## config.mk

```make
export PLATFORM = sky130hd
export DESIGN_NAME = ttc_brake_controller_mux_core
export DESIGN_NICKNAME = d
export VERILOG_FILES = /design/src/rtl/core/ttcbm_pkg.sv /design/src/rtl/core/ttcbm_front.sv /design/src/rtl/core/ttcbm_queue.sv /design/src/rtl/core/ttcbm_back.sv /design/src/rtl/core/ttc_brake_controller_mux_core.sv
export SDC_FILE = /design/constraint.sdc
export NUM_CORES = 2
export LEC_CHECK = 0
export ABC_AREA = 1
export BUFFER_PORTS_ARGS = -buffer_cell sky130_fd_sc_hd__buf_2
export CAP_MARGIN = 20
export CORE_MARGIN = 5
export CORE_UTILIZATION = 60
export CTS_BUF_LIST = sky130_fd_sc_hd__clkbuf_2 sky130_fd_sc_hd__clkbuf_4 sky130_fd_sc_hd__clkbuf_8
export CTS_CLUSTER_DIAMETER = 80
export DETAILED_ROUTE_END_ITERATION = 16
export PLACE_DENSITY = 0.77
export SYNTH_ARGS = -nofsm -noshare
export SYNTH_HDL_FRONTEND = slang
export SYNTH_SLANG_ARGS = --single-unit
```

## constraint.sdc

```tcl
create_clock -name clk -period 16.98 [get_ports clk]
set_input_delay 0.849 -clock clk [delete_from_list [all_inputs] [get_ports clk]]
set_output_delay 0.849 -clock clk [all_outputs]
set_load 0.02 [all_outputs]
```

## src/rtl/core/ttcbm_pkg.sv

```systemverilog
`timescale 1ns / 1ps
// shared types, constants and helper functions for the brake controller mux
// no dependencies; used by every module of the block

package ttcbm_pkg;

  // driver mux geometry
  localparam int MUX_WIDTH    = 8;
  localparam int RESULT_MUX_W = 8;
  localparam int SLOT_W       = 3;

  // configuration port
  localparam int CFG_INDEX_W = 3;
  localparam int CFG_DATA_W  = 16;
  localparam int LIMIT_W     = 16;

  localparam logic [CFG_INDEX_W-1:0] CFG_JOYSTICK_SLOT    = 3'd0;
  localparam logic [CFG_INDEX_W-1:0] CFG_KEYBOARD_SLOT    = 3'd1;
  localparam logic [CFG_INDEX_W-1:0] CFG_RANDOM_WALK_SLOT = 3'd2;
  localparam logic [CFG_INDEX_W-1:0] CFG_BRAKE_SLOT       = 3'd3;
  localparam logic [CFG_INDEX_W-1:0] CFG_NAVIGATION_SLOT  = 3'd4;
  localparam logic [CFG_INDEX_W-1:0] CFG_TTC_LIMIT        = 3'd5;

  localparam logic [SLOT_W-1:0]  JOYSTICK_SLOT_RESET    = 3'd0;
  localparam logic [SLOT_W-1:0]  KEYBOARD_SLOT_RESET    = 3'd1;
  localparam logic [SLOT_W-1:0]  RANDOM_WALK_SLOT_RESET = 3'd2;
  localparam logic [SLOT_W-1:0]  BRAKE_SLOT_RESET       = 3'd3;
  localparam logic [SLOT_W-1:0]  NAVIGATION_SLOT_RESET  = 3'd4;
  localparam logic [LIMIT_W-1:0] TTC_LIMIT_RESET        = 16'd10;

  // button bit positions
  localparam int BTN_JOYSTICK    = 0;
  localparam int BTN_KEYBOARD    = 1;
  localparam int BTN_BRAKE_ARM   = 2;
  localparam int BTN_RANDOM_WALK = 3;
  localparam int BTN_NAVIGATION  = 4;

  // time to collision arithmetic
  localparam int DIST_W    = 16;
  localparam int SPEED_W   = 16;
  localparam int PROJ_W    = 2 * SPEED_W;
  localparam int APROJ_W   = PROJ_W - 1;
  localparam int MS_SCALE  = 1000;
  localparam int SCALE_W   = 10;
  localparam int Q15_SHIFT = 15;
  localparam int LHS_W     = DIST_W + SCALE_W;
  localparam int RHS_W     = LIMIT_W + APROJ_W;
  localparam int COUNT_W   = 16;

  // queue between front and back
  localparam int QUEUE_DEPTH = 2;
  localparam int QUEUE_AW    = $clog2(QUEUE_DEPTH);

  typedef enum logic [1:0] {
    CMD_BUTTONS  = 2'd0,
    CMD_BRAKE    = 2'd1,
    CMD_BEAM     = 2'd2,
    CMD_ODOMETRY = 2'd3
  } cmd_t;

  typedef struct packed {
    cmd_t                      cmd;
    logic [4:0]                buttons;
    logic                      brake_request;
    logic [DIST_W-1:0]         beam_range;
    logic [DIST_W-1:0]         beam_car_distance;
    logic signed [SPEED_W-1:0] beam_cosine;
    logic                      beam_last;
    logic signed [SPEED_W-1:0] speed;
  } item_t;

  typedef struct packed {
    logic [RESULT_MUX_W-1:0] mux_select;
    logic                    mux_published;
    logic                    safety_armed;
    logic                    collision_flag;
    logic                    collision_now;
    logic [COUNT_W-1:0]      collision_total;
    logic                    last;
  } result_t;

  // classified work item handed from front to back
  typedef struct packed {
    cmd_t                      kind;
    logic [4:0]                buttons;
    logic                      chain_pub;
    logic                      brake_request;
    logic [DIST_W-1:0]         abs_num;
    logic                      num_neg;
    logic                      num_pos;
    logic signed [SPEED_W-1:0] beam_cosine;
    logic                      beam_last;
    logic signed [SPEED_W-1:0] speed;
  } op_t;

  // one-hot bit for a slot; a slot beyond the mux shifts out to zero
  function automatic logic [MUX_WIDTH-1:0] slot_bit(input logic [SLOT_W-1:0] slot);
    logic [MUX_WIDTH-1:0] one;
    one = {{(MUX_WIDTH-1){1'b0}}, 1'b1};
    return one << slot;
  endfunction

  // clear the slot if set, otherwise select it alone
  function automatic logic [MUX_WIDTH-1:0] mux_toggle(input logic [MUX_WIDTH-1:0] mux,
                                                      input logic [SLOT_W-1:0] slot);
    logic [MUX_WIDTH-1:0] b;
    b = slot_bit(slot);
    if ((mux & b) != '0) begin
      return mux & ~b;
    end
    return b;
  endfunction

  // low bits of the mux as shown on a result
  function automatic logic [RESULT_MUX_W-1:0] mux_view(input logic [MUX_WIDTH-1:0] mux);
    logic [MUX_WIDTH+RESULT_MUX_W-1:0] ext;
    ext = {{RESULT_MUX_W{1'b0}}, mux};
    return ext[RESULT_MUX_W-1:0];
  endfunction

endpackage

```

## src/rtl/core/ttcbm_front.sv

```systemverilog
`timescale 1ns / 1ps
// front end: takes input transfers and classifies them into work items
// depends on ttcbm_pkg

module ttcbm_front (
  input  logic              clk,
  input  logic              rst,
  input  logic              item_valid,
  output logic              item_stall,
  input  ttcbm_pkg::item_t  item,
  output logic              op_valid,
  input  logic              queue_full,
  output ttcbm_pkg::op_t    op
);

  logic                           accept;
  logic [ttcbm_pkg::DIST_W:0]     diff;
  logic [ttcbm_pkg::DIST_W:0]     mag;
  ttcbm_pkg::op_t                 op_next;

  // hold the item while the queue is full
  assign item_stall = op_valid && queue_full;
  assign accept     = item_valid && !item_stall;

  // range minus car distance, kept as magnitude and sign
  always_comb begin
    diff = {1'b0, item.beam_range} - {1'b0, item.beam_car_distance};
    mag  = diff[ttcbm_pkg::DIST_W] ? ((ttcbm_pkg::DIST_W+1)'(0) - diff) : diff;
  end

  // classify the transfer
  always_comb begin
    op_next.kind          = item.cmd;
    op_next.buttons       = item.buttons;
    op_next.chain_pub     = item.buttons[ttcbm_pkg::BTN_KEYBOARD] ||
                            (!item.buttons[ttcbm_pkg::BTN_BRAKE_ARM] &&
                             (item.buttons[ttcbm_pkg::BTN_RANDOM_WALK] ||
                              item.buttons[ttcbm_pkg::BTN_NAVIGATION]));
    op_next.brake_request = item.brake_request;
    op_next.abs_num       = mag[ttcbm_pkg::DIST_W-1:0];
    op_next.num_neg       = diff[ttcbm_pkg::DIST_W];
    op_next.num_pos       = !diff[ttcbm_pkg::DIST_W] && (diff != '0);
    op_next.beam_cosine   = item.beam_cosine;
    op_next.beam_last     = item.beam_last;
    op_next.speed         = item.speed;
  end

  // holding register towards the queue
  always_ff @(posedge clk) begin
    if (rst) begin
      op_valid <= 1'b0;
    end else if (accept) begin
      op_valid <= 1'b1;
    end else if (!queue_full) begin
      op_valid <= 1'b0;
    end
    if (accept) begin
      op <= op_next;
    end
  end

endmodule

```

## src/rtl/core/ttcbm_queue.sv

```systemverilog
`timescale 1ns / 1ps
// short work queue between front and back end
// depends on ttcbm_pkg

module ttcbm_queue (
  input  logic            clk,
  input  logic            rst,
  input  logic            push,
  input  ttcbm_pkg::op_t  push_op,
  output logic            full,
  input  logic            pop,
  output logic            valid,
  output ttcbm_pkg::op_t  head
);

  ttcbm_pkg::op_t                mem [ttcbm_pkg::QUEUE_DEPTH];
  logic [ttcbm_pkg::QUEUE_AW-1:0] wr_ptr;
  logic [ttcbm_pkg::QUEUE_AW-1:0] rd_ptr;
  logic [ttcbm_pkg::QUEUE_AW:0]   fill;
  logic                           do_push;
  logic                           do_pop;

  assign full    = fill == (ttcbm_pkg::QUEUE_AW+1)'(ttcbm_pkg::QUEUE_DEPTH);
  assign valid   = fill != '0;
  assign head    = mem[rd_ptr];
  assign do_push = push && !full;
  assign do_pop  = pop && valid;

  // pointers and fill level
  always_ff @(posedge clk) begin
    if (rst) begin
      wr_ptr <= '0;
      rd_ptr <= '0;
      fill   <= '0;
    end else begin
      if (do_push) begin
        wr_ptr <= wr_ptr + 1'b1;
      end
      if (do_pop) begin
        rd_ptr <= rd_ptr + 1'b1;
      end
      unique case ({do_push, do_pop})
        2'b10:   fill <= fill + 1'b1;
        2'b01:   fill <= fill - 1'b1;
        default: fill <= fill;
      endcase
    end
  end

  // storage
  always_ff @(posedge clk) begin
    if (do_push) begin
      mem[wr_ptr] <= push_op;
    end
  end

endmodule

```

## src/rtl/core/ttcbm_back.sv

```systemverilog
`timescale 1ns / 1ps
// back end: driver mux, brake arm, collision test and result register
// depends on ttcbm_pkg

module ttcbm_back (
  input  logic                                 clk,
  input  logic                                 rst,
  input  logic                                 cfg_valid,
  input  logic [ttcbm_pkg::CFG_INDEX_W-1:0]    cfg_index,
  input  logic [ttcbm_pkg::CFG_DATA_W-1:0]     cfg_data,
  input  logic                                 op_valid,
  output logic                                 op_pop,
  input  ttcbm_pkg::op_t                       op_in,
  output logic                                 result_valid,
  input  logic                                 result_stall,
  output ttcbm_pkg::result_t                   result
);

  typedef enum logic [2:0] {
    ST_IDLE,
    ST_MUL,
    ST_CMP,
    ST_RUN,
    ST_CHAIN
  } state_t;

  state_t state, state_next;

  // configuration registers
  logic [ttcbm_pkg::SLOT_W-1:0]  joystick_slot;
  logic [ttcbm_pkg::SLOT_W-1:0]  keyboard_slot;
  logic [ttcbm_pkg::SLOT_W-1:0]  random_walk_slot;
  logic [ttcbm_pkg::SLOT_W-1:0]  brake_slot;
  logic [ttcbm_pkg::SLOT_W-1:0]  navigation_slot;
  logic [ttcbm_pkg::LIMIT_W-1:0] ttc_limit;

  // architectural state
  logic [ttcbm_pkg::MUX_WIDTH-1:0] driver_mux, driver_mux_next;
  logic                            brake_armed, brake_armed_next;
  logic                            collision_status, collision_status_next;
  logic                            hit_in_scan, hit_in_scan_next;
  logic [ttcbm_pkg::COUNT_W-1:0]   collision_counter, collision_counter_next;
  logic signed [ttcbm_pkg::SPEED_W-1:0] current_speed, current_speed_next;

  // item in flight and arithmetic stages
  ttcbm_pkg::op_t                  op;
  logic [ttcbm_pkg::PROJ_W-1:0]    proj;
  logic [ttcbm_pkg::PROJ_W-1:0]    proj_mag;
  logic [ttcbm_pkg::LHS_W-1:0]     lhs;
  logic [ttcbm_pkg::RHS_W-1:0]     rhs;
  logic                            opposite;
  logic                            proj_zero;

  // combinational action
  logic [ttcbm_pkg::MUX_WIDTH-1:0] chain_mux;
  logic                            chain_armed;
  logic [ttcbm_pkg::MUX_WIDTH-1:0] brake_bit;
  logic                            beam_active;
  logic                            beam_hit;
  logic                            emit;
  logic                            emit_pub;
  logic                            emit_now;
  logic                            emit_last;
  logic                            emit_armed;
  logic                            out_free;
  ttcbm_pkg::result_t              result_next;

  assign out_free = !result_valid || !result_stall;
  assign op_pop   = (state == ST_IDLE) && op_valid;
  assign proj_mag = proj[ttcbm_pkg::PROJ_W-1] ? (ttcbm_pkg::PROJ_W'(0) - proj) : proj;
  assign brake_bit = ttcbm_pkg::slot_bit(brake_slot);

  // scaled distance against threshold times projected speed
  assign beam_active = !hit_in_scan && (current_speed != '0);
  assign beam_hit    = beam_active && !proj_zero && !opposite &&
                       (ttcbm_pkg::RHS_W'({lhs, {ttcbm_pkg::Q15_SHIFT{1'b0}}}) < rhs);

  // priority chain of the non-joystick buttons
  always_comb begin
    chain_mux   = driver_mux;
    chain_armed = brake_armed;
    priority if (op.buttons[ttcbm_pkg::BTN_KEYBOARD]) begin
      chain_mux = ttcbm_pkg::mux_toggle(driver_mux, keyboard_slot);
    end else if (op.buttons[ttcbm_pkg::BTN_BRAKE_ARM]) begin
      chain_armed = !brake_armed;
    end else if (op.buttons[ttcbm_pkg::BTN_RANDOM_WALK]) begin
      chain_mux = ttcbm_pkg::mux_toggle(driver_mux, random_walk_slot);
    end else if (op.buttons[ttcbm_pkg::BTN_NAVIGATION]) begin
      chain_mux = ttcbm_pkg::mux_toggle(driver_mux, navigation_slot);
    end else begin
      chain_mux = driver_mux;
    end
  end

  // sequencer actions and state updates
  always_comb begin
    state_next             = state;
    driver_mux_next        = driver_mux;
    brake_armed_next       = brake_armed;
    collision_status_next  = collision_status;
    hit_in_scan_next       = hit_in_scan;
    collision_counter_next = collision_counter;
    current_speed_next     = current_speed;
    emit                   = 1'b0;
    emit_pub               = 1'b0;
    emit_now               = 1'b0;
    emit_last              = 1'b1;
    emit_armed             = 1'b0;
    unique case (state)
      ST_IDLE: begin
        if (op_valid) begin
          state_next = (op_in.kind == ttcbm_pkg::CMD_BEAM) ? ST_MUL : ST_RUN;
        end
      end
      ST_MUL: begin
        state_next = ST_CMP;
      end
      ST_CMP: begin
        state_next = ST_RUN;
      end
      ST_RUN: begin
        if (out_free) begin
          emit       = 1'b1;
          state_next = ST_IDLE;
          unique case (op.kind)
            ttcbm_pkg::CMD_BUTTONS: begin
              if (op.buttons[ttcbm_pkg::BTN_JOYSTICK]) begin
                driver_mux_next = ttcbm_pkg::mux_toggle(driver_mux, joystick_slot);
                emit_pub        = 1'b1;
                if (op.chain_pub) begin
                  emit_last  = 1'b0;
                  state_next = ST_CHAIN;
                end else begin
                  brake_armed_next = chain_armed;
                end
              end else begin
                driver_mux_next  = chain_mux;
                brake_armed_next = chain_armed;
                emit_pub         = op.chain_pub;
              end
            end
            ttcbm_pkg::CMD_BRAKE: begin
              if (op.brake_request && brake_armed) begin
                driver_mux_next = brake_bit;
                emit_pub        = 1'b1;
              end else if (!op.brake_request && ((driver_mux & brake_bit) != '0)) begin
                driver_mux_next = driver_mux & ~brake_bit;
              end
            end
            ttcbm_pkg::CMD_BEAM: begin
              if (beam_hit) begin
                driver_mux_next       = '0;
                brake_armed_next      = 1'b0;
                collision_status_next = 1'b1;
                hit_in_scan_next      = 1'b1;
                emit_pub              = 1'b1;
                emit_now              = 1'b1;
                if (collision_counter != '1) begin
                  collision_counter_next = collision_counter + 1'b1;
                end
              end else if (beam_active && op.beam_last) begin
                collision_status_next = 1'b0;
              end
              if (op.beam_last) begin
                hit_in_scan_next = 1'b0;
              end
            end
            ttcbm_pkg::CMD_ODOMETRY: begin
              current_speed_next = op.speed;
            end
            default: begin
              state_next = ST_IDLE;
            end
          endcase
        end
      end
      ST_CHAIN: begin
        if (out_free) begin
          emit             = 1'b1;
          emit_pub         = 1'b1;
          driver_mux_next  = chain_mux;
          brake_armed_next = chain_armed;
          state_next       = ST_IDLE;
        end
      end
      default: begin
        state_next = ST_IDLE;
      end
    endcase

    // the joystick result goes out before the brake arm flips
    emit_armed = brake_armed_next;
    if (state == ST_RUN && op.kind == ttcbm_pkg::CMD_BUTTONS &&
        op.buttons[ttcbm_pkg::BTN_JOYSTICK]) begin
      emit_armed = brake_armed;
    end

    result_next.mux_select      = ttcbm_pkg::mux_view(driver_mux_next);
    result_next.mux_published   = emit_pub;
    result_next.safety_armed    = emit_armed;
    result_next.collision_flag  = collision_status_next;
    result_next.collision_now   = emit_now;
    result_next.collision_total = collision_counter_next;
    result_next.last            = emit_last;
  end

  // state, configuration and result register
  always_ff @(posedge clk) begin
    if (rst) begin
      state             <= ST_IDLE;
      result_valid      <= 1'b0;
      driver_mux        <= '0;
      brake_armed       <= 1'b0;
      collision_status  <= 1'b0;
      hit_in_scan       <= 1'b0;
      collision_counter <= '0;
      current_speed     <= '0;
      joystick_slot     <= ttcbm_pkg::JOYSTICK_SLOT_RESET;
      keyboard_slot     <= ttcbm_pkg::KEYBOARD_SLOT_RESET;
      random_walk_slot  <= ttcbm_pkg::RANDOM_WALK_SLOT_RESET;
      brake_slot        <= ttcbm_pkg::BRAKE_SLOT_RESET;
      navigation_slot   <= ttcbm_pkg::NAVIGATION_SLOT_RESET;
      ttc_limit         <= ttcbm_pkg::TTC_LIMIT_RESET;
    end else begin
      state             <= state_next;
      driver_mux        <= driver_mux_next;
      brake_armed       <= brake_armed_next;
      collision_status  <= collision_status_next;
      hit_in_scan       <= hit_in_scan_next;
      collision_counter <= collision_counter_next;
      current_speed     <= current_speed_next;
      if (emit) begin
        result_valid <= 1'b1;
      end else if (!result_stall) begin
        result_valid <= 1'b0;
      end
      if (cfg_valid) begin
        unique case (cfg_index)
          ttcbm_pkg::CFG_JOYSTICK_SLOT:
            joystick_slot <= cfg_data[ttcbm_pkg::SLOT_W-1:0];
          ttcbm_pkg::CFG_KEYBOARD_SLOT:
            keyboard_slot <= cfg_data[ttcbm_pkg::SLOT_W-1:0];
          ttcbm_pkg::CFG_RANDOM_WALK_SLOT:
            random_walk_slot <= cfg_data[ttcbm_pkg::SLOT_W-1:0];
          ttcbm_pkg::CFG_BRAKE_SLOT:
            brake_slot <= cfg_data[ttcbm_pkg::SLOT_W-1:0];
          ttcbm_pkg::CFG_NAVIGATION_SLOT:
            navigation_slot <= cfg_data[ttcbm_pkg::SLOT_W-1:0];
          ttcbm_pkg::CFG_TTC_LIMIT:
            ttc_limit <= cfg_data[ttcbm_pkg::LIMIT_W-1:0];
          default: begin
          end
        endcase
      end
    end

    // item in flight
    if (op_pop) begin
      op <= op_in;
    end
    // projected speed: speed times cosine in Q15
    if (state == ST_MUL) begin
      proj <= ttcbm_pkg::PROJ_W'(current_speed) * ttcbm_pkg::PROJ_W'(op.beam_cosine);
    end
    // both sides of the threshold compare, plus sign check
    if (state == ST_CMP) begin
      lhs       <= ttcbm_pkg::LHS_W'(op.abs_num) * ttcbm_pkg::LHS_W'(ttcbm_pkg::MS_SCALE);
      rhs       <= ttcbm_pkg::RHS_W'(ttc_limit) *
                   ttcbm_pkg::RHS_W'(proj_mag[ttcbm_pkg::APROJ_W-1:0]);
      proj_zero <= proj == '0;
      opposite  <= (op.num_pos && proj[ttcbm_pkg::PROJ_W-1]) ||
                   (op.num_neg && !proj[ttcbm_pkg::PROJ_W-1] && (proj != '0));
    end
    if (emit) begin
      result <= result_next;
    end
  end

endmodule

```

## src/rtl/core/ttc_brake_controller_mux_core.sv

```systemverilog
`timescale 1ns / 1ps
// top level of the driver mux and time-to-collision brake controller
// depends on ttcbm_pkg, ttcbm_front, ttcbm_queue and ttcbm_back

// Input transfers land in a front register that works out the beam distance
// difference and button priorities, then wait in a two-entry queue for the back
// end, which executes one item at a time. Buttons, brake requests and odometry
// go straight to the run state, plus a chain state when a button event publishes
// twice; a beam first passes states for the speed-times-cosine product and for
// the threshold products and compare. Results leave through a registered output,
// so input transfers are taken while a result waits, until queue and front fill.
// Configuration writes are always ready and take effect on the next cycle.

module ttc_brake_controller_mux_core (
  input  logic                               clk,
  input  logic                               rst,
  input  logic                               item_valid,
  output logic                               item_stall,
  input  ttcbm_pkg::item_t                   item,
  output logic                               result_valid,
  input  logic                               result_stall,
  output ttcbm_pkg::result_t                 result,
  input  logic                               cfg_valid,
  output logic                               cfg_ready,
  input  logic [ttcbm_pkg::CFG_INDEX_W-1:0]  cfg_index,
  input  logic [ttcbm_pkg::CFG_DATA_W-1:0]   cfg_data
);

  logic           front_valid;
  logic           queue_full;
  logic           queue_valid;
  logic           queue_pop;
  ttcbm_pkg::op_t front_op;
  ttcbm_pkg::op_t queue_head;

  assign cfg_ready = 1'b1;

  // classify incoming transfers
  ttcbm_front u_front (
    .clk        (clk),
    .rst        (rst),
    .item_valid (item_valid),
    .item_stall (item_stall),
    .item       (item),
    .op_valid   (front_valid),
    .queue_full (queue_full),
    .op         (front_op)
  );

  // decouple front and back
  ttcbm_queue u_queue (
    .clk     (clk),
    .rst     (rst),
    .push    (front_valid),
    .push_op (front_op),
    .full    (queue_full),
    .pop     (queue_pop),
    .valid   (queue_valid),
    .head    (queue_head)
  );

  // execute and deliver results
  ttcbm_back u_back (
    .clk          (clk),
    .rst          (rst),
    .cfg_valid    (cfg_valid),
    .cfg_index    (cfg_index),
    .cfg_data     (cfg_data),
    .op_valid     (queue_valid),
    .op_pop       (queue_pop),
    .op_in        (queue_head),
    .result_valid (result_valid),
    .result_stall (result_stall),
    .result       (result)
  );

endmodule

```

* Word level (Yosys, flattened, before mapping) *
Memory sizes are Yosys's and may differ from the RTL's. A register that Yosys moved wholly into a read port is not among the register bits.
Cells that the tools add are included.

word-level totals
  register bits after elaboration = 336
  latch bits = 0
  RAM bits = 120
  ROM bits = 0
  bits of input ports = 97
  output and inout bits = 32
  word-level logic and storage cells = 253
  memories = 1

cells by class
  $add $sub $neg = 8
  $mul = 3
  div/mod/pow operators = 0
  order comparisons = 1
  equal/unequal tests = 22
  shift operators = 5
  multiplexer cells = 86
  bitwise operators = 15
  reduce and logical (&&, ||, !) cells = 62

memories
  memory       depth  bits a word  read ports  clocked after Yosys merged registers in  write ports  line               source
  u_queue.mem  2      60           1           1                                        1            ttcbm_queue.sv:16  ttcbm_pkg::op_t mem [ttcbm_pkg::QUEUE_DEPTH];

operators with widths
  kind                                                count
  2-to-1 mux 8 bit                                    18
  2-to-1 mux 16 bit                                   6
  AND 8 bit                                           10
  < comparator 41 x 47 -> 1 bit                       1
  multiplier 16 x 31 -> 47 bit                        1
  2-to-1 mux 1 bit                                    46
  NOT 8 bit                                           5
  nonzero test 8 bit                                  5
  << shifter 1 x 3 -> 8 bit, first input constant     5
  zero test 32 bit                                    1
  multiplier 16 x 16 -> 32 bit                        1
  nonzero test 32 bit                                 1
  2-to-1 mux 31 bit                                   1
  subtractor 1 x 31 -> 31 bit, first input constant   1
  case mux 8 bit (3 select lines)                     1
  multiplier 16 x 7 -> 23 bit, second input constant  1
  logical AND 1 bit                                   19
  2-to-1 mux 3 bit                                    6
  nonzero test 17 bit                                 1
  subtractor 16 x 16 -> 17 bit                        1
  adder 16 x 1 -> 16 bit, second input constant       1
  inequality test 16 bit, second input constant       1
  case mux 8 bit (2 select lines)                     1
  nonzero test 16 bit                                 1
  other kinds (25)                                    67

* Longest topological paths before layout *
  depth after elaboration = 17
  depth in mapped cells = 40
  mapped depth without buffers = 39

* Modules after synthesis *
A second synthesis with hierarchy kept.

second synthesis, totals
  cells, all modules = 5507
  area, all modules = 49269.8 um^2

modules (own cells, without submodules)
  module                         instances  cells an instance  area each (um^2)  seq. area each (um^2)
  ttcbm_back                     1          4898               40939.3           7357.1
  ttcbm_queue                    1          227                4882.2            3703.6
  ttcbm_front                    1          380                3437.0            1821.7
  ttc_brake_controller_mux_core  1          2                  11.3              0.0

* Worst setup path after synthesis *
No wires, ideal clock.

  kind = reg-to-reg
  from = register u_back.proj[0] (netlist name)
  to = register u_back.rhs[40] (netlist name) (data pin)
  setup time = 0.265 ns
  arrival time = 6.788 ns
  data required time = 16.715 ns
  slack = 9.926 ns
  cell stages (with the launch flop) = 36
  path buffers = 2
  clock period less this slack = 7.054 ns
  path through = edfxtp_1 -> buf_6 -> clkinv_2 -> ha_1 -> inv_1 -> nor3_2 -> nand2_1 -> nor3_2 -> nand2_1 -> inv_1 -> o21ai_0 -> nand2_1 -> clkbuf_1 -> nand2_1 -> fa_1 -> inv_1 -> fa_1 -> inv_1 -> fa_1 -> inv_1 -> fa_1 -> fa_1 -> inv_1 -> fa_1 -> inv_1 -> ha_1 -> a21oi_1 -> o21a_1 -> inv_1 -> a21oi_1 -> nand2_1 -> a21oi_1 -> o21ai_0 -> a21oi_1 -> o21ai_0 -> xor2_1

on the way
  word-level cells in the longest chain between the ends = 3

RTL lines
  element                           line               source
  start: declaration                ttcbm_back.sv:47   logic [ttcbm_pkg::PROJ_W-1:0] proj;
  start signal: assignment          ttcbm_back.sv:263  proj <= ttcbm_pkg::PROJ_W'(current_speed) * ttcbm_pkg::PROJ_W'(op.beam_cosine);
  subtractor 1 x 31 -> 31 bit       ttcbm_back.sv:70   assign proj_mag = proj[ttcbm_pkg::PROJ_W-1] ? (ttcbm_pkg::PROJ_W'(0) - proj) : proj;
  2-to-1 mux 31 bit (*)             ttcbm_back.sv:70
  multiplier 16 x 31 -> 47 bit (*)  ttcbm_back.sv:268  rhs <= ttcbm_pkg::RHS_W'(ttc_limit) *
  end signal: assignment            ttcbm_back.sv:268
  end: declaration                  ttcbm_back.sv:50   logic [ttcbm_pkg::RHS_W-1:0] rhs;

Mark *: on every way between the ends. The rest lies on a longest branch, timed or not.
A chain may end at the register's enable or synchronous reset.

* Worst setup path in the final report *
  from = register u_back.proj[0] (netlist name)
  to = register u_back.rhs[45] (netlist name) (data pin)

Same word-level chain as after synthesis.

==> summary.txt <==
Place
  – Number of I/O port buffers: 127
  – Final HPWL DP: 93710 um
  – GPL Wtd Cong: 0.9598
  – Placed insts: 6480

Min path
  – Worst Hold Class: input port to flip-flop

Logic synthesis
  – Netlist cell types: 61
  – Top_reg_cell synth: edfxtp_1
  – YS warnings: 0
  – Most instantiated cells after synthesis: inv_1, nand2_1, fa_1, nor2_1, edfxtp_1
  – Yosys top cell by area: fa_1
  – Top cell type's share of synthesized area: 0.2991
  – Mean Syn Cell Area: 8.846 sq um
  – Netlist Area Pre-Place: 48260 sq um
  – Synth Instances: 5456
  – EDFF count, synth: 373
  – Synth async-reset ratio: 0
  – Syn_nets: 6571
  – Largest cells by area after synthesis: fa_1, edfxtp_1, inv_1, nand2_1, ha_1
  – Number of synthesized register bits: 457
  – Most frequent cell after synthesis: inv_1
  – Sequential share of the synthesized area: 0.2669

Routing
  – DRC: 0
  – First drt pass iteration count: 8
  – Via density: 5.475
  – Avg WL per Cell: 17.61 um
  – Final WL: 116600 um
  – Antenna Nets Post-Route: 0
  – 1st-iter DRT viols: 2821
  – Vias: 36250

STA
  – Clock skew: 59.45 ps
  – Maximum clock frequency: 118.2 MHz
  – Final Critical Period: 8462 ps
  – Tcrit/Tclk final: 0.4984
  – Final Slew Violations: 0
  – Count of final setup violators: 0
  – Final Hold Fails: 0
  – RSZ-0062 raised after global routing: no
  – Post-Route Setup TNS: 0 ps
  – Least-Margin Pin Slew: 1145 ps
  – Slew headroom: 0.2356

Floorplan
  – Die Width: 293.6 um
  – # rows: 104
  – Core ar.: 80160 sq um
  – Die height: 293.6 um
  – Die area: 86210 sq um
  – Starting Density: 0.6021
  – # IOs: 129

Global route
  – Met2 usage: 0.4661
  – Grt total ovfl: 0
  – First-pass GRT wire length: 192400 um
  – Global-route usage over all layers: 0.2775
  – Largest net degree at the start of global routing: 73
  – GR met3 Demand/Resource: 0.04989
  – Initial antenna violation count: 5
  – Vias in the first global route: 38110
  – Met1 Resource Use GR: 0.3605
  – GRT Max-Usage Layer: met2

Critical path
  – Critical Path Fanout Max: 17
  – Most frequent CP cell: fa_1
  – CP peak stage delay: 720 ps
  – Worst path slowest cell: xor2_1
  – Crit path DAT: 8890 ps
  – Worst Path Required: 17410 ps
  – Crit path capture type: flip-flop
  – Crit path launch type: flip-flop
  – CP Class: flip-flop to flip-flop

Clocking
  – Num CTS Buffers: 74
  – Max Buffers Root-to-Sink: 3
  – Clk Latency, worst-skew pair: 700 ps
  – Post-cts gate resize count: 0
  – Clk slew on worst S/H paths: 60 ps
  – CTS root buffer: clkbuf_8
  – Setup repair bufs after CTS: 0
  – Sink Count: 457
  – Htree depth: 3
  – Hold buffers post-CTS: 0
  – CTS tree: built

Run
  – MaxCap Viol Count: 0

Layout
  – Share of cells above drive strength 1: 0.06261
  – Filler Cells Inserted: 6685
  – Fin cells: 6620
  – Final Net Count: 6612
  – Area Overhead vs Synth: 6.255%

Outcome
  – Outcome: completed
-- worst paths after layout --
check,from,endpoint,slack (ps),depth (start not counted)
max reg2reg,u_back.proj[0],u_back.rhs[45],8520,35
min,item[22],u_front.op[22],350,1
min reg2reg,u_front.op[0],u_queue.mem[1][0],410,0
max,u_back.proj[0],u_back.rhs[45],8520,35
-- per-layer routing --
| metal | share of wire | vias up | wire length [um] |
|---|---|---|---|
| li1 | - | 16730 | - |
| met3 | 0.083 | 354 | 9721 |
| met2 | 0.48 | 1521 | 56030 |
| met4 | 0.045 | 4 | 5206 |
| met5 | 0.00029 | - | 34 |
| met1 | 0.39 | 17630 | 45610 |
-- flip-flops by register name, summed over array words and instances, names as in the netlist, 8 cells and up, named ones only --
| name | cells |
|---|---|
| u_back.collision_counter | 16 |
| u_back.current_speed | 16 |
| u_back.driver_mux | 8 |
| u_back.lhs | 23 |
| u_back.op | 60 |
| u_back.proj | 32 |
| u_back.result | 29 |
| u_back.rhs | 47 |
| u_back.ttc_limit | 16 |
| u_front.op | 60 |
| u_queue.mem | 120 |
-- through the flow --
stage               instance area (sq um)  worst slack [ps]    util  hold slack [ps]
detailed placement                  49660              8618  0.6195            429.8
CTS                                 51260              8547  0.6395            293.0
finish                              51280              8518  0.6398            351.6
floorplan                           48260              9926       -            421.5
global route                        51280              8022  0.6398            304.0
global placement                    49660              8719  0.6195            423.4
-- worst max-delay path: cells and delay by family (launching register included) --
family	cells	cell delay [ps]
flip-flops	1	710
buffers and inverters	7	780
XOR/XNOR	1	720
AO/OA/AOI/OAI	5	940
AND/OR/NAND/NOR	15	1790
adder cells (fa/ha/maj)	7	3250
-- area by class of cell --
type                       instances  area (sq um)  area share
multi-input combinational       3553         29900      0.5830
tap                             1060          1326     0.02586
antenna                            2         5.005  0.00009759
timing repair buffer             154         845.8     0.01649
sequential                       457         12880      0.2512
inverter                        1257          4720     0.09203
clock inverter                    30         292.8    0.005709
clock buffer                     107          1310     0.02554
-- cell usage in the layout (no fill, tap or decap), types with 48 or more instances in the layout --
cell and n:
xnor2_1 48, nor2_1 382, fa_1 721, xor2_1 87, inv_1 1224, ha_1 297
nor3_1 52, buf_2 127, edfxtp_1 373, nand2_1 1219, nand3_1 145, dfxtp_1 83
o21ai_0 143, a21oi_1 213, clkbuf_8 81
-- cell families after synthesis --
kind of cell	count (synthesis)	synth area share
and+or+nand+nor	1919	0.1627
buffers and inverters	1446	0.1144
adders and majority gates	1018	0.3761
AOI/OAI and AO/OA	480	0.05530
DFF	457	0.2669
xor gates and xnor gates	135	0.02450
other	1	0.00007770
Power is not shown: default switching activity piles up to over one toggle a cycle in this logic, so the estimate is an artifact.
